## src/rtl/event_bank_tdc_hit_sorter_top_macros.svh

```systemverilog
// ---------------------------------------------------------------------------
// Event bank hit sorter assertion macros
// Concurrent assertion wrappers clocked on clk_i and disabled in reset.
// ---------------------------------------------------------------------------
`ifndef EVENT_BANK_TDC_HIT_SORTER_TOP_MACROS_SVH
`define EVENT_BANK_TDC_HIT_SORTER_TOP_MACROS_SVH
`ifndef SYNTH
// same-cycle implication
`define EBTHS_ASSERT_IMPL(lbl, ante, cons, msg) \
  lbl: assert property (@(posedge clk_i) disable iff (!rst_ni) (ante) |-> (cons)) \
    else $error(msg);
// next-cycle implication
`define EBTHS_ASSERT_NEXT(lbl, ante, cons, msg) \
  lbl: assert property (@(posedge clk_i) disable iff (!rst_ni) (ante) |=> (cons)) \
    else $error(msg);
`else
`define EBTHS_ASSERT_IMPL(lbl, ante, cons, msg)
`define EBTHS_ASSERT_NEXT(lbl, ante, cons, msg)
`endif
`endif

```

## src/rtl/ebths_pkg.sv

```systemverilog
// ---------------------------------------------------------------------------
// Event bank hit sorter package
// Shared types, codes and default sizes.
// ---------------------------------------------------------------------------
package ebths_pkg;

  localparam int unsigned NUM_CHANNELS_DEF  = 96;
  localparam int unsigned MAX_HITS_DEF      = 100;
  localparam int unsigned MAX_BANKS_DEF     = 32;
  localparam int unsigned POSITION_BITS_DEF = 16;

  // register indexes on the configuration port
  localparam logic [1:0] REG_BANK_SELECT    = 2'd0;
  localparam logic [1:0] REG_SLOT_SELECT    = 2'd1;
  localparam logic [1:0] REG_HEADER_PRESENT = 2'd2;

  typedef enum logic [1:0] {
    ST_OK      = 2'd0,
    ST_MISSING = 2'd1,
    ST_RANGE   = 2'd2,
    ST_LONG    = 2'd3
  } status_e;

  typedef enum logic {
    KIND_HIT = 1'b0,
    KIND_END = 1'b1
  } kind_e;

  typedef struct packed {
    logic [4:0] bank_select;
    logic [4:0] slot_select;
    logic       header_present;
  } cfg_t;

  typedef struct packed {
    kind_e       kind;
    logic [6:0]  channel;
    logic [6:0]  number;
    logic [15:0] value;
    logic [31:0] evn;
    status_e     status;
    logic        last;
  } rec_t;

  typedef struct packed {
    logic [1:0] n;
    rec_t       rec0;
    rec_t       rec1;
  } push_t;

  typedef struct packed {
    logic       en;
    logic [6:0] addr;
    logic [6:0] data;
  } cnt_wr_t;

endpackage

```

## src/rtl/ebths_cnt_mem.sv

```systemverilog
// ---------------------------------------------------------------------------
// Per-channel hit counter memory
// Registered read issued when a word is taken, valid bits cleared per event,
// and a bypass for a write that lands on the same edge as the read.
// ---------------------------------------------------------------------------
module ebths_cnt_mem
  import ebths_pkg::*;
#(
  parameter int unsigned NUM_CHANNELS = NUM_CHANNELS_DEF,
  parameter int unsigned MAX_HITS     = MAX_HITS_DEF,
  localparam int unsigned CHW = (NUM_CHANNELS > 1) ? $clog2(NUM_CHANNELS) : 1,
  localparam int unsigned CW  = $clog2(MAX_HITS)
) (
  input  logic           clk_i,
  input  logic           rst_ni,
  input  logic           rd_en_i,
  input  logic [CHW-1:0] rd_addr_i,
  input  cnt_wr_t        wr_i,
  input  logic           clr_i,
  output logic [CW-1:0]  cnt_o
);

  logic [CW-1:0]           mem_q [NUM_CHANNELS];
  logic [CW-1:0]           rd_q;
  logic [CHW-1:0]          rd_addr_q;
  logic [NUM_CHANNELS-1:0] valid_q;
  logic                    fwd_v_q;
  logic [CHW-1:0]          fwd_ch_q;
  logic [CW-1:0]           fwd_cnt_q;

  always_ff @(posedge clk_i) begin
    if (wr_i.en) begin
      mem_q[wr_i.addr[CHW-1:0]] <= wr_i.data[CW-1:0];
    end
    if (rd_en_i) begin
      rd_q      <= mem_q[rd_addr_i];
      rd_addr_q <= rd_addr_i;
    end
    if (wr_i.en) begin
      fwd_ch_q  <= wr_i.addr[CHW-1:0];
      fwd_cnt_q <= wr_i.data[CW-1:0];
    end
  end

  always_ff @(posedge clk_i or negedge rst_ni) begin
    if (!rst_ni) begin
      valid_q <= '0;
      fwd_v_q <= 1'b0;
    end else if (clr_i) begin
      valid_q <= '0;
      fwd_v_q <= 1'b0;
    end else if (wr_i.en) begin
      valid_q[wr_i.addr[CHW-1:0]] <= 1'b1;
      fwd_v_q                     <= 1'b1;
    end
  end

  // latest write wins over the stale read; a cleared entry reads as zero
  always_comb begin
    if (fwd_v_q && (fwd_ch_q == rd_addr_q)) begin
      cnt_o = fwd_cnt_q;
    end else if (valid_q[rd_addr_q]) begin
      cnt_o = rd_q;
    end else begin
      cnt_o = '0;
    end
  end

endmodule

```

## src/rtl/ebths_parse.sv

```systemverilog
// ---------------------------------------------------------------------------
// Event word parser
// Tracks word position and bank walk, picks hits of the selected slot and
// builds hit and end records for one word per cycle while proc_i is high.
// ---------------------------------------------------------------------------
`include "event_bank_tdc_hit_sorter_top_macros.svh"

module ebths_parse
  import ebths_pkg::*;
#(
  parameter int unsigned NUM_CHANNELS  = NUM_CHANNELS_DEF,
  parameter int unsigned MAX_HITS      = MAX_HITS_DEF,
  parameter int unsigned MAX_BANKS     = MAX_BANKS_DEF,
  parameter int unsigned POSITION_BITS = POSITION_BITS_DEF,
  localparam int unsigned CHW = (NUM_CHANNELS > 1) ? $clog2(NUM_CHANNELS) : 1,
  localparam int unsigned CW  = $clog2(MAX_HITS)
) (
  input  logic          clk_i,
  input  logic          rst_ni,
  input  logic          proc_i,
  input  logic [31:0]   word_i,
  input  logic          sof_i,
  input  cfg_t          cfg_i,
  input  logic [CW-1:0] cnt_i,
  output cnt_wr_t       cnt_wr_o,
  output logic          clr_o,
  output push_t         push_o
);

  localparam int unsigned PB  = POSITION_BITS;
  localparam int unsigned SW  = ((PB > 32) ? PB : 32) + 2;
  localparam int unsigned BSW = $clog2(MAX_BANKS + 1);
  localparam logic [PB-1:0] PMAX = '1;

  function automatic logic [PB-1:0] sat_pos(input logic [SW-1:0] v);
    return (v > SW'(PMAX)) ? PMAX : v[PB-1:0];
  endfunction

  logic [PB-1:0]  wp_q, wp_d, el_q, el_d, nbp_q, nbp_d, bep_q, bep_d, pe_q, pe_d;
  logic           isb_q, isb_d, bf_q, bf_d, mws_q, mws_d, hd_q, hd_d;
  logic [BSW-1:0] bs_q, bs_d;
  status_e        err_q, err_d;
  logic [31:0]    eid_q, eid_d;

  logic [PB-1:0]  p;
  logic [PB:0]    p1;
  logic [6:0]     ch;
  logic [15:0]    val;
  logic [7:0]     id;
  logic           hit, endr;
  rec_t           hit_rec, end_rec;
  status_e        st;

  assign ch  = word_i[23:17];
  assign val = word_i[15:0];
  assign id  = word_i[23:16];

  always_comb begin
    wp_d  = wp_q;
    el_d  = el_q;
    nbp_d = nbp_q;
    bep_d = bep_q;
    pe_d  = pe_q;
    isb_d = isb_q;
    bf_d  = bf_q;
    mws_d = mws_q;
    hd_d  = hd_q;
    bs_d  = bs_q;
    err_d = err_q;
    eid_d = eid_q;
    hit   = 1'b0;
    endr  = 1'b0;
    p     = sof_i ? '0 : wp_q;
    p1    = {1'b0, p} + (PB+1)'(1);

    if (sof_i) begin
      nbp_d = PMAX;
      bep_d = '0;
      pe_d  = '0;
      isb_d = 1'b0;
      bf_d  = 1'b0;
      mws_d = 1'b0;
      hd_d  = 1'b0;
      bs_d  = '0;
      eid_d = '0;
      err_d = ST_OK;
      if (SW'(word_i) >= SW'(PMAX)) begin
        el_d  = PMAX;
        err_d = ST_LONG;
      end else begin
        el_d = PB'(word_i + 32'd1);
      end
    end

    if (p < el_d) begin
      if (p == PB'(2)) nbp_d = sat_pos(SW'(word_i) + SW'(3));
      if (p == PB'(4)) eid_d = word_i;

      if (err_d == ST_OK) begin
        // leave the bank once past its payload
        if (isb_d && (p > bep_d)) isb_d = 1'b0;

        if (isb_d && (word_i[31:27] == cfg_i.slot_select)) begin
          if (mws_d || !cfg_i.header_present) begin
            if (({1'b0, ch} < 8'(NUM_CHANNELS)) && (val != '0) &&
                (8'(cnt_i) < 8'(MAX_HITS - 1))) begin
              hit = 1'b1;
            end
          end
          mws_d = 1'b1;
        end

        if (hd_d) begin
          hd_d = 1'b0;
          if ({1'b0, id} >= 9'(MAX_BANKS)) begin
            err_d = ST_RANGE;
            isb_d = 1'b0;
          end else begin
            bs_d = bs_d + BSW'(1);
            if (id == {3'b000, cfg_i.bank_select}) begin
              bf_d  = 1'b1;
              isb_d = 1'b1;
              bep_d = pe_d;
            end
          end
        end

        // take a bank length word unless it is the event's last word or the bank limit is reached
        if ((err_d == ST_OK) && (p == nbp_d) && (p1 < {1'b0, el_d}) &&
            (bs_d < BSW'(MAX_BANKS))) begin
          pe_d  = sat_pos(SW'(p) + SW'(word_i));
          nbp_d = sat_pos(SW'(p) + SW'(word_i) + SW'(1));
          hd_d  = 1'b1;
        end
      end

      if (p1 == {1'b0, el_d}) endr = 1'b1;
    end

    wp_d = (p < PMAX) ? PB'(p1) : PMAX;
  end

  always_comb begin
    if (err_d != ST_OK) begin
      st = err_d;
    end else if (bf_d) begin
      st = ST_OK;
    end else begin
      st = ST_MISSING;
    end
  end

  always_comb begin
    hit_rec         = '0;
    hit_rec.kind    = KIND_HIT;
    hit_rec.channel = ch;
    hit_rec.number  = 7'(cnt_i);
    hit_rec.value   = val;
    hit_rec.status  = ST_OK;
    hit_rec.last    = !endr;

    end_rec        = '0;
    end_rec.kind   = KIND_END;
    end_rec.evn    = eid_d;
    end_rec.status = st;
    end_rec.last   = 1'b1;

    push_o.rec0 = hit ? hit_rec : end_rec;
    push_o.rec1 = end_rec;
    push_o.n    = proc_i ? ({1'b0, hit} + {1'b0, endr}) : 2'd0;

    cnt_wr_o.en   = proc_i && hit;
    cnt_wr_o.addr = 7'(ch[CHW-1:0]);
    cnt_wr_o.data = 7'(cnt_i + CW'(1));
    clr_o         = proc_i && sof_i;
  end

  always_ff @(posedge clk_i or negedge rst_ni) begin
    if (!rst_ni) begin
      wp_q  <= '0;
      el_q  <= '0;
      nbp_q <= '0;
      bep_q <= '0;
      pe_q  <= '0;
      isb_q <= 1'b0;
      bf_q  <= 1'b0;
      mws_q <= 1'b0;
      hd_q  <= 1'b0;
      bs_q  <= '0;
      err_q <= ST_OK;
      eid_q <= '0;
    end else if (proc_i) begin
      wp_q  <= wp_d;
      el_q  <= el_d;
      nbp_q <= nbp_d;
      bep_q <= bep_d;
      pe_q  <= pe_d;
      isb_q <= isb_d;
      bf_q  <= bf_d;
      mws_q <= mws_d;
      hd_q  <= hd_d;
      bs_q  <= bs_d;
      err_q <= err_d;
      eid_q <= eid_d;
    end
  end

  `EBTHS_ASSERT_IMPL(a_err_stops_walk, err_q != ST_OK, !isb_q && !hd_q, "walk active after error")
  `EBTHS_ASSERT_IMPL(a_bank_bound, 1'b1, bs_q <= BSW'(MAX_BANKS), "bank count over limit")
  `EBTHS_ASSERT_IMPL(a_hit_in_range, cnt_wr_o.en, ({1'b0, ch} < 8'(NUM_CHANNELS)) && (val != '0), "hit on bad channel or zero value")

endmodule

```

## src/rtl/ebths_out_fifo.sv

```systemverilog
// ---------------------------------------------------------------------------
// Output record queue
// Four-entry queue taking up to two records a cycle, draining one.
// ---------------------------------------------------------------------------
`include "event_bank_tdc_hit_sorter_top_macros.svh"

module ebths_out_fifo
  import ebths_pkg::*;
(
  input  logic  clk_i,
  input  logic  rst_ni,
  input  push_t push_i,
  output logic  room_o,
  output rec_t  head_o,
  output logic  valid_o,
  input  logic  ready_i
);

  localparam int unsigned DEPTH = 4;
  localparam int unsigned AW    = $clog2(DEPTH);

  rec_t          buf_q [DEPTH];
  logic [AW-1:0] wr_q, rd_q;
  logic [AW:0]   count_q;
  logic          pop;

  assign pop     = (count_q != '0) && ready_i;
  assign valid_o = (count_q != '0);
  assign head_o  = buf_q[rd_q];
  // hold new words until two entries are free
  assign room_o  = (count_q <= (AW+1)'(DEPTH - 2));

  always_ff @(posedge clk_i) begin
    if (push_i.n != 2'd0) buf_q[wr_q] <= push_i.rec0;
    if (push_i.n == 2'd2) buf_q[wr_q + AW'(1)] <= push_i.rec1;
  end

  always_ff @(posedge clk_i or negedge rst_ni) begin
    if (!rst_ni) begin
      wr_q    <= '0;
      rd_q    <= '0;
      count_q <= '0;
    end else begin
      wr_q    <= wr_q + AW'(push_i.n);
      rd_q    <= rd_q + AW'(pop);
      count_q <= count_q + (AW+1)'(push_i.n) - (AW+1)'(pop);
    end
  end

  `EBTHS_ASSERT_IMPL(a_fifo_bound, 1'b1, count_q <= (AW+1)'(DEPTH), "queue overflow")
  `EBTHS_ASSERT_IMPL(a_two_fit, push_i.n == 2'd2, room_o, "double request without room")
  `EBTHS_ASSERT_NEXT(a_count_track, 1'b1, count_q == $past(count_q) + (AW+1)'($past(push_i.n)) - (AW+1)'($past(pop)), "queue count mismatch")

endmodule

```

## src/rtl/event_bank_tdc_hit_sorter_top.sv

```systemverilog
// ---------------------------------------------------------------------------
// Event bank hit sorter
// Walks the banks of each event word stream and emits per-channel hits of the
// selected bank and slot, followed by an end-of-event status record.
// ---------------------------------------------------------------------------
//  channel  | dir | handshake                 | contents
//  s_axis   | in  | tvalid/tready             | tdata event_word, tuser start_of_event
//  m_axis   | out | tvalid/tready, tlast      | tdata hit/end fields, tuser record_kind
//  apb      | in  | psel/penable, pready high | bank_select, slot_select, header_present
//
// One word is taken per cycle while the queue has room; it sits in the input register while the
// channel count read completes, then parser results enter a four-entry queue.
// A word that causes two records fills two queue entries; the queue drains one
// record per cycle while m_axis_tready_i is high.
// Input is held off only while fewer than two queue entries are free.
// Reset clears control state and sets all three registers to 1.
// ---------------------------------------------------------------------------
module event_bank_tdc_hit_sorter_top
  import ebths_pkg::*;
#(
  parameter int unsigned NUM_CHANNELS  = NUM_CHANNELS_DEF,
  parameter int unsigned MAX_HITS      = MAX_HITS_DEF,
  parameter int unsigned MAX_BANKS     = MAX_BANKS_DEF,
  parameter int unsigned POSITION_BITS = POSITION_BITS_DEF
) (
  input  logic        clk_i,
  input  logic        rst_ni,
  // tdata: [31:0] event_word
  input  logic [31:0] s_axis_tdata_i,
  // tuser: [0] start_of_event
  input  logic        s_axis_tuser_i,
  input  logic        s_axis_tvalid_i,
  output logic        s_axis_tready_o,
  // tdata: [6:0] hit_channel, [13:7] hit_number, [29:14] hit_value,
  //        [61:30] event_number, [63:62] event_status
  output logic [63:0] m_axis_tdata_o,
  // tuser: [0] record_kind
  output logic        m_axis_tuser_o,
  output logic        m_axis_tlast_o,
  output logic        m_axis_tvalid_o,
  input  logic        m_axis_tready_i,
  input  logic        psel,
  input  logic        penable,
  input  logic        pwrite,
  input  logic [3:0]  paddr,
  input  logic [31:0] pwdata,
  output logic [31:0] prdata,
  output logic        pready
);

  localparam int unsigned CHW = (NUM_CHANNELS > 1) ? $clog2(NUM_CHANNELS) : 1;
  localparam int unsigned CW  = $clog2(MAX_HITS);

  cfg_t          cfg_q;
  logic          inv_q;
  logic [31:0]   word_q;
  logic          sof_q;
  logic          proc, accept, room, rd_en;
  logic [CW-1:0] cnt;
  cnt_wr_t       cnt_wr;
  logic          clr;
  push_t         push;
  rec_t          head;

  // configuration registers
  assign pready = 1'b1;

  always_ff @(posedge clk_i or negedge rst_ni) begin
    if (!rst_ni) begin
      cfg_q.bank_select    <= 5'd1;
      cfg_q.slot_select    <= 5'd1;
      cfg_q.header_present <= 1'b1;
    end else if (psel && penable && pwrite && pready) begin
      unique case (paddr[3:2])
        REG_BANK_SELECT:    cfg_q.bank_select    <= pwdata[4:0];
        REG_SLOT_SELECT:    cfg_q.slot_select    <= pwdata[4:0];
        REG_HEADER_PRESENT: cfg_q.header_present <= pwdata[0];
        default: ;
      endcase
    end
  end

  always_comb begin
    unique case (paddr[3:2])
      REG_BANK_SELECT:    prdata = {27'd0, cfg_q.bank_select};
      REG_SLOT_SELECT:    prdata = {27'd0, cfg_q.slot_select};
      REG_HEADER_PRESENT: prdata = {31'd0, cfg_q.header_present};
      default:            prdata = '0;
    endcase
  end

  // input register
  assign proc            = inv_q && room;
  assign s_axis_tready_o = !inv_q || proc;
  assign accept          = s_axis_tvalid_i && s_axis_tready_o;
  assign rd_en           = accept && ({1'b0, s_axis_tdata_i[23:17]} < 8'(NUM_CHANNELS));

  always_ff @(posedge clk_i or negedge rst_ni) begin
    if (!rst_ni) begin
      inv_q <= 1'b0;
    end else if (accept) begin
      inv_q <= 1'b1;
    end else if (proc) begin
      inv_q <= 1'b0;
    end
  end

  always_ff @(posedge clk_i) begin
    if (accept) begin
      word_q <= s_axis_tdata_i;
      sof_q  <= s_axis_tuser_i;
    end
  end

  ebths_cnt_mem #(
    .NUM_CHANNELS(NUM_CHANNELS),
    .MAX_HITS    (MAX_HITS)
  ) u_cnt_mem (
    .clk_i    (clk_i),
    .rst_ni   (rst_ni),
    .rd_en_i  (rd_en),
    .rd_addr_i(s_axis_tdata_i[17 +: CHW]),
    .wr_i     (cnt_wr),
    .clr_i    (clr),
    .cnt_o    (cnt)
  );

  ebths_parse #(
    .NUM_CHANNELS (NUM_CHANNELS),
    .MAX_HITS     (MAX_HITS),
    .MAX_BANKS    (MAX_BANKS),
    .POSITION_BITS(POSITION_BITS)
  ) u_parse (
    .clk_i   (clk_i),
    .rst_ni  (rst_ni),
    .proc_i  (proc),
    .word_i  (word_q),
    .sof_i   (sof_q),
    .cfg_i   (cfg_q),
    .cnt_i   (cnt),
    .cnt_wr_o(cnt_wr),
    .clr_o   (clr),
    .push_o  (push)
  );

  ebths_out_fifo u_out_fifo (
    .clk_i  (clk_i),
    .rst_ni (rst_ni),
    .push_i (push),
    .room_o (room),
    .head_o (head),
    .valid_o(m_axis_tvalid_o),
    .ready_i(m_axis_tready_i)
  );

  assign m_axis_tdata_o = {head.status, head.evn, head.value, head.number, head.channel};
  assign m_axis_tuser_o = head.kind;
  assign m_axis_tlast_o = head.last;

endmodule
```

## config.mk

```make
export PLATFORM = sky130hd
export DESIGN_NAME = event_bank_tdc_hit_sorter_top
export DESIGN_NICKNAME = d
export VERILOG_FILES = /design/src/rtl/ebths_pkg.sv /design/src/rtl/ebths_cnt_mem.sv /design/src/rtl/ebths_parse.sv /design/src/rtl/ebths_out_fifo.sv /design/src/rtl/event_bank_tdc_hit_sorter_top.sv
export VERILOG_INCLUDE_DIRS = /design/src /design/src/rtl
export SDC_FILE = /design/constraint.sdc
export NUM_CORES = 2
export LEC_CHECK = 0
export BUFFER_PORTS_ARGS = -buffer_cell sky130_fd_sc_hd__buf_2
export CAP_MARGIN = 0
export CORE_UTILIZATION = 50
export CTS_BUF_LIST = sky130_fd_sc_hd__clkbuf_16
export DETAILED_ROUTE_END_ITERATION = 8
export PLACE_DENSITY = 0.64
export SLEW_MARGIN = 25
export SYNTH_ARGS = -nofsm -noshare
export SYNTH_HDL_FRONTEND = slang
export SYNTH_HIERARCHICAL = 1
export SYNTH_SLANG_ARGS = --single-unit
export TNS_END_PERCENT = 30
```

## constraint.sdc

```tcl
create_clock -name clk_i -period 25.1 [get_ports clk_i]
set_input_delay 2.51 -clock clk_i [delete_from_list [all_inputs] [get_ports clk_i]]
set_output_delay 2.51 -clock clk_i [all_outputs]
set_load 0.02 [all_outputs]
```

==> summary.md <==
| Metric | Value |
|---|---|
| Outcome | `completed` |
| Synthesized area | `0.0594 sq mm` |
| Area grow syn2layout | `10.2%` |
| Final hold vios | `0` |
| Clk Latency, worst-skew pair | `0.77 ns` |
| Synth Area per Inst | `14.5 sq um` |
| Yosys warns | `6` |
| Die area | `0.120 sq mm` |
| Layout cells sized above 1 | `23.0%` |
| Max Cap Viol | `0` |
| Worst-case clock skew | `0.0333 ns` |
| Worst vdd ir | `0.0918 mV` |
| Critical-path top delay cell | `nor3_1` |
| Die H | `347 um` |
| Synth top cells by count | `997 x edfxtp_1, 494 x nor2_1, 286 x mux4_2` |
| Num CTS Buffers | `130` |
| Worst hold path class | `reg2reg` |
| Core Util, Final | `55.5%` |
| Final Slew Violations | `0` |
| Min cycle time layout | `9.23 ns` |
| Root Buffer | `clkbuf_16` |
| Gate power share | `24.2%` |
| Switching power | `1840 uW` |
| Crit start category | `flop` |
| Post-Route Setup TNS | `0 ns` |
| Post-CTS resize count | `0` |
| Arrival @ worst endpoint | `9.74 ns` |
| Wire per inst | `26.4 um` |
| Ys flop type | `edfxtp_1` |
| Antenna-violating nets left | `0` |
| Vias | `35,700` |
| Largest net degree at the start of global routing | `98` |
| CP top delay family | `simple AND/OR/NAND/NOR gates` |
| Post-route DRC | `0` |
| Hpwl dp | `96,400 um` |
| First-pass GRT wire length | `229,000 um` |
| WS Path Type | `reg2reg` |
| Cell mode on critical path | `buf_4` |
| Worst Path Required | `25.61 ns` |
| Reg power frac | `42.9%` |
| Final nets | `4,283` |
| Yosys cell types | `108` |
| Max-slew headroom | `19.8%` |
| Starting Density | `50.4%` |
| Share of the synthesized area in the top cell type | `50.4%` |
| Multi-input logic area | `0.0217 sq mm` |
| Number of synthesized flops with an enable pin | `997` |
| Initial DRT Pass Iterations | `6` |
| Static Leak | `0.0236 uW` |
| Fillcell total | `9,399` |
| Core Region | `0.118 sq mm` |
| Placer's final routability congestion estimate | `0.935` |
| Vias in the first global route | `35,300` |
| Total track usage | `25.5%` |
| Clk pwr share | `32.9%` |
| Least-Margin Pin Slew | `1.19 ns` |
| I/O Buffers | `119` |
| Largest area contributor in the netlist | `edfxtp_1` |
| Worst-case clock buffer depth | `3` |
| Setup crit end kind | `flop` |
| Sw Share | `31.5%` |
| Starting DRC count in detailed routing | `3,671` |
| Setup-failing EPs final | `0` |
| H-tree Lvls | `4` |
| Most common cell in the netlist | `edfxtp_1` |
| Total gr overflow | `0` |
| CTS tree | `yes` |
| Setup repair bufs after CTS | `0` |
| RSZ-0062 raised after global routing | `false` |
| Register area share after synthesis | `60.5%` |
| Fmax | `108 MHz` |
| Seq. cell area | `0.0360 sq mm` |
| Die width | `347 um` |
| FF+latch count, synth | `1,237` |
| WP buf/inv | `6` |
| Drt via density | `6.15` |
| Std-Cell Rows | `126` |
| Worst-path clk slew | `0.06 ns` |
| CP peak stage delay | `0.91 ns` |
| Pint | `4000 uW` |
| Final worst path period share | `36.8%` |
| # clock sinks | `1,237` |
| Post-Route WL | `153,000 um` |
| Synth top area cells | `edfxtp_1 50%, mux4_2 11%, dfrtp_1 10%` |
| Pwr/cell area | `89.1 mW/mm^2` |
| CP Max Fanout | `56` |
| Hold Buf Count CTS | `0` |
| Asr flop ratio synth | `19.4%` |
| Num ports | `177` |
| Antenna violations before repair | `4` |
| Synthesized instance count | `4,094` |
-- layout make-up --
class / count / share of cell area, %
inverter: 96 / 0.558
antenna: 1 / 0.00382
multi-input combinational: 2490 / 33.1
clock inverter: 106 / 1.47
clock buffer: 132 / 5.04
tap: 1536 / 2.93
sequential: 1237 / 54.9
timing repair buffer: 196 / 2.00
-- flip-flops by register name, indices dropped and copies added (netlist names), 2 cells and up --
| register | flops |
|---|---|
| u_parse/el_q | 16 |
| u_parse/nbp_q | 16 |
| u_parse/eid_q | 32 |
| u_parse/pe_q | 16 |
| u_cnt_mem/fwd_ch_q | 7 |
| u_out_fifo/buf_q | 264 |
| u_cnt_mem/mem_q | 672 |
| u_out_fifo/count_q | 3 |
| u_out_fifo/rd_q | 2 |
| cfg_q | 11 |
| u_parse/err_q | 2 |
| u_parse/bep_q | 16 |
| u_parse/bs_q | 6 |
| u_cnt_mem/rd_q | 7 |
| u_out_fifo/wr_q | 2 |
| u_cnt_mem/valid_q | 96 |
| word_q | 32 |
| u_cnt_mem/fwd_cnt_q | 7 |
| u_parse/wp_q | 16 |
| u_cnt_mem/rd_addr_q | 7 |
-- power groups by stage --
stage	logic, uW	clock network (uW)	registers (uW)
finish	1410	1920	2510
global route	1520	2030	2510
CTS	1400	1960	2500
detailed placement	1400	0	2550
global placement	1380	0	2540
floorplan	1020	0	2470
-- cell usage in the layout (no fill, tap or decap), types with 86 or more instances in the layout --
cell type  synthesis  final
edfxtp_1         997    997
nor2_1           494    488
mux4_2           286    286
dfrtp_1          237    235
mux2_2           162    162
nand2_1          155    155
clkbuf_16          0    132
a21oi_1          130    130
inv_1             94    127
buf_2             73    116
o21ai_0           87     86
-- worst register-to-register path, delay by kind of cell, from the launching register on --
family / cells / cell delay, ns
flip-flops: 1 / 0.78
multiplexers: 1 / 0.46
buffers and inverters: 6 / 2.25
AO/OA/AOI/OAI: 9 / 1.75
adder cells (fa/ha/maj): 2 / 0.59
AND/OR/NAND/NOR: 10 / 3.17
-- metal layers --
| layer | global-route usage [%] | vias to the layer above | share of wire (%) |
|---|---|---|---|
| met3 | 3.76 | 271 | 6.7 |
| met5 | 0 | - | 0.0085 |
| met2 | 41.4 | 1427 | 48 |
| met4 | 9.10 | 2 | 3.3 |
| li1 | - | 15700 | - |
| met1 | 35.2 | 18200 | 42 |
-- worst paths after layout --
| path | start | to | slack, ns | depth (start not counted) |
|---|---|---|---|---|
| max | word_q[2] | u_out_fifo/buf_q[3][3] | 15.87 | 28 |
| min | u_parse/isb_q | u_parse/isb_q | 0.48 | 1 |
| max reg2reg | word_q[2] | u_out_fifo/buf_q[3][3] | 15.87 | 28 |
| min reg2reg | u_parse/isb_q | u_parse/isb_q | 0.48 | 1 |
| max in group asynchronous | rst_ni | u_cnt_mem/valid_q[83] | 21.99 | 2 |
| min in group asynchronous | rst_ni | u_parse/bep_q[3] | 1.78 | 1 |
-- metrics by stage --
step           power (uW)  instances  setup WS (ns)  cell area [sq um]  hold WS [ns]
2_1_floorplan        3490       4150          13.56              59600         0.442
3_3_place_gp         3920       5550          15.74              61000         0.460
3_5_place_dp         3940       5550          15.87              61100         0.471
4_1_cts              5860       5788          15.81              65300         0.482
5_1_grt              6070       5793          15.63              65500         0.497
6_report             5840       5794          15.87              65500         0.480
-- cells by family (layout without fill, tap and decap cells) --
group | after synthesis | after routing | share of synthesized area, %
compound gates | 519 | 519 | 6.10
xor+xnor | 124 | 124 | 1.86
fa+ha+maj | 58 | 58 | 1.23
buf+inv | 423 | 530 | 3.64
flops | 1237 | 1237 | 60.5
mux | 615 | 615 | 17.4
other cells | 4 | 61 | 0.0253
simple gates | 1114 | 1114 | 9.20
Power figures use the tool's default switching activity.
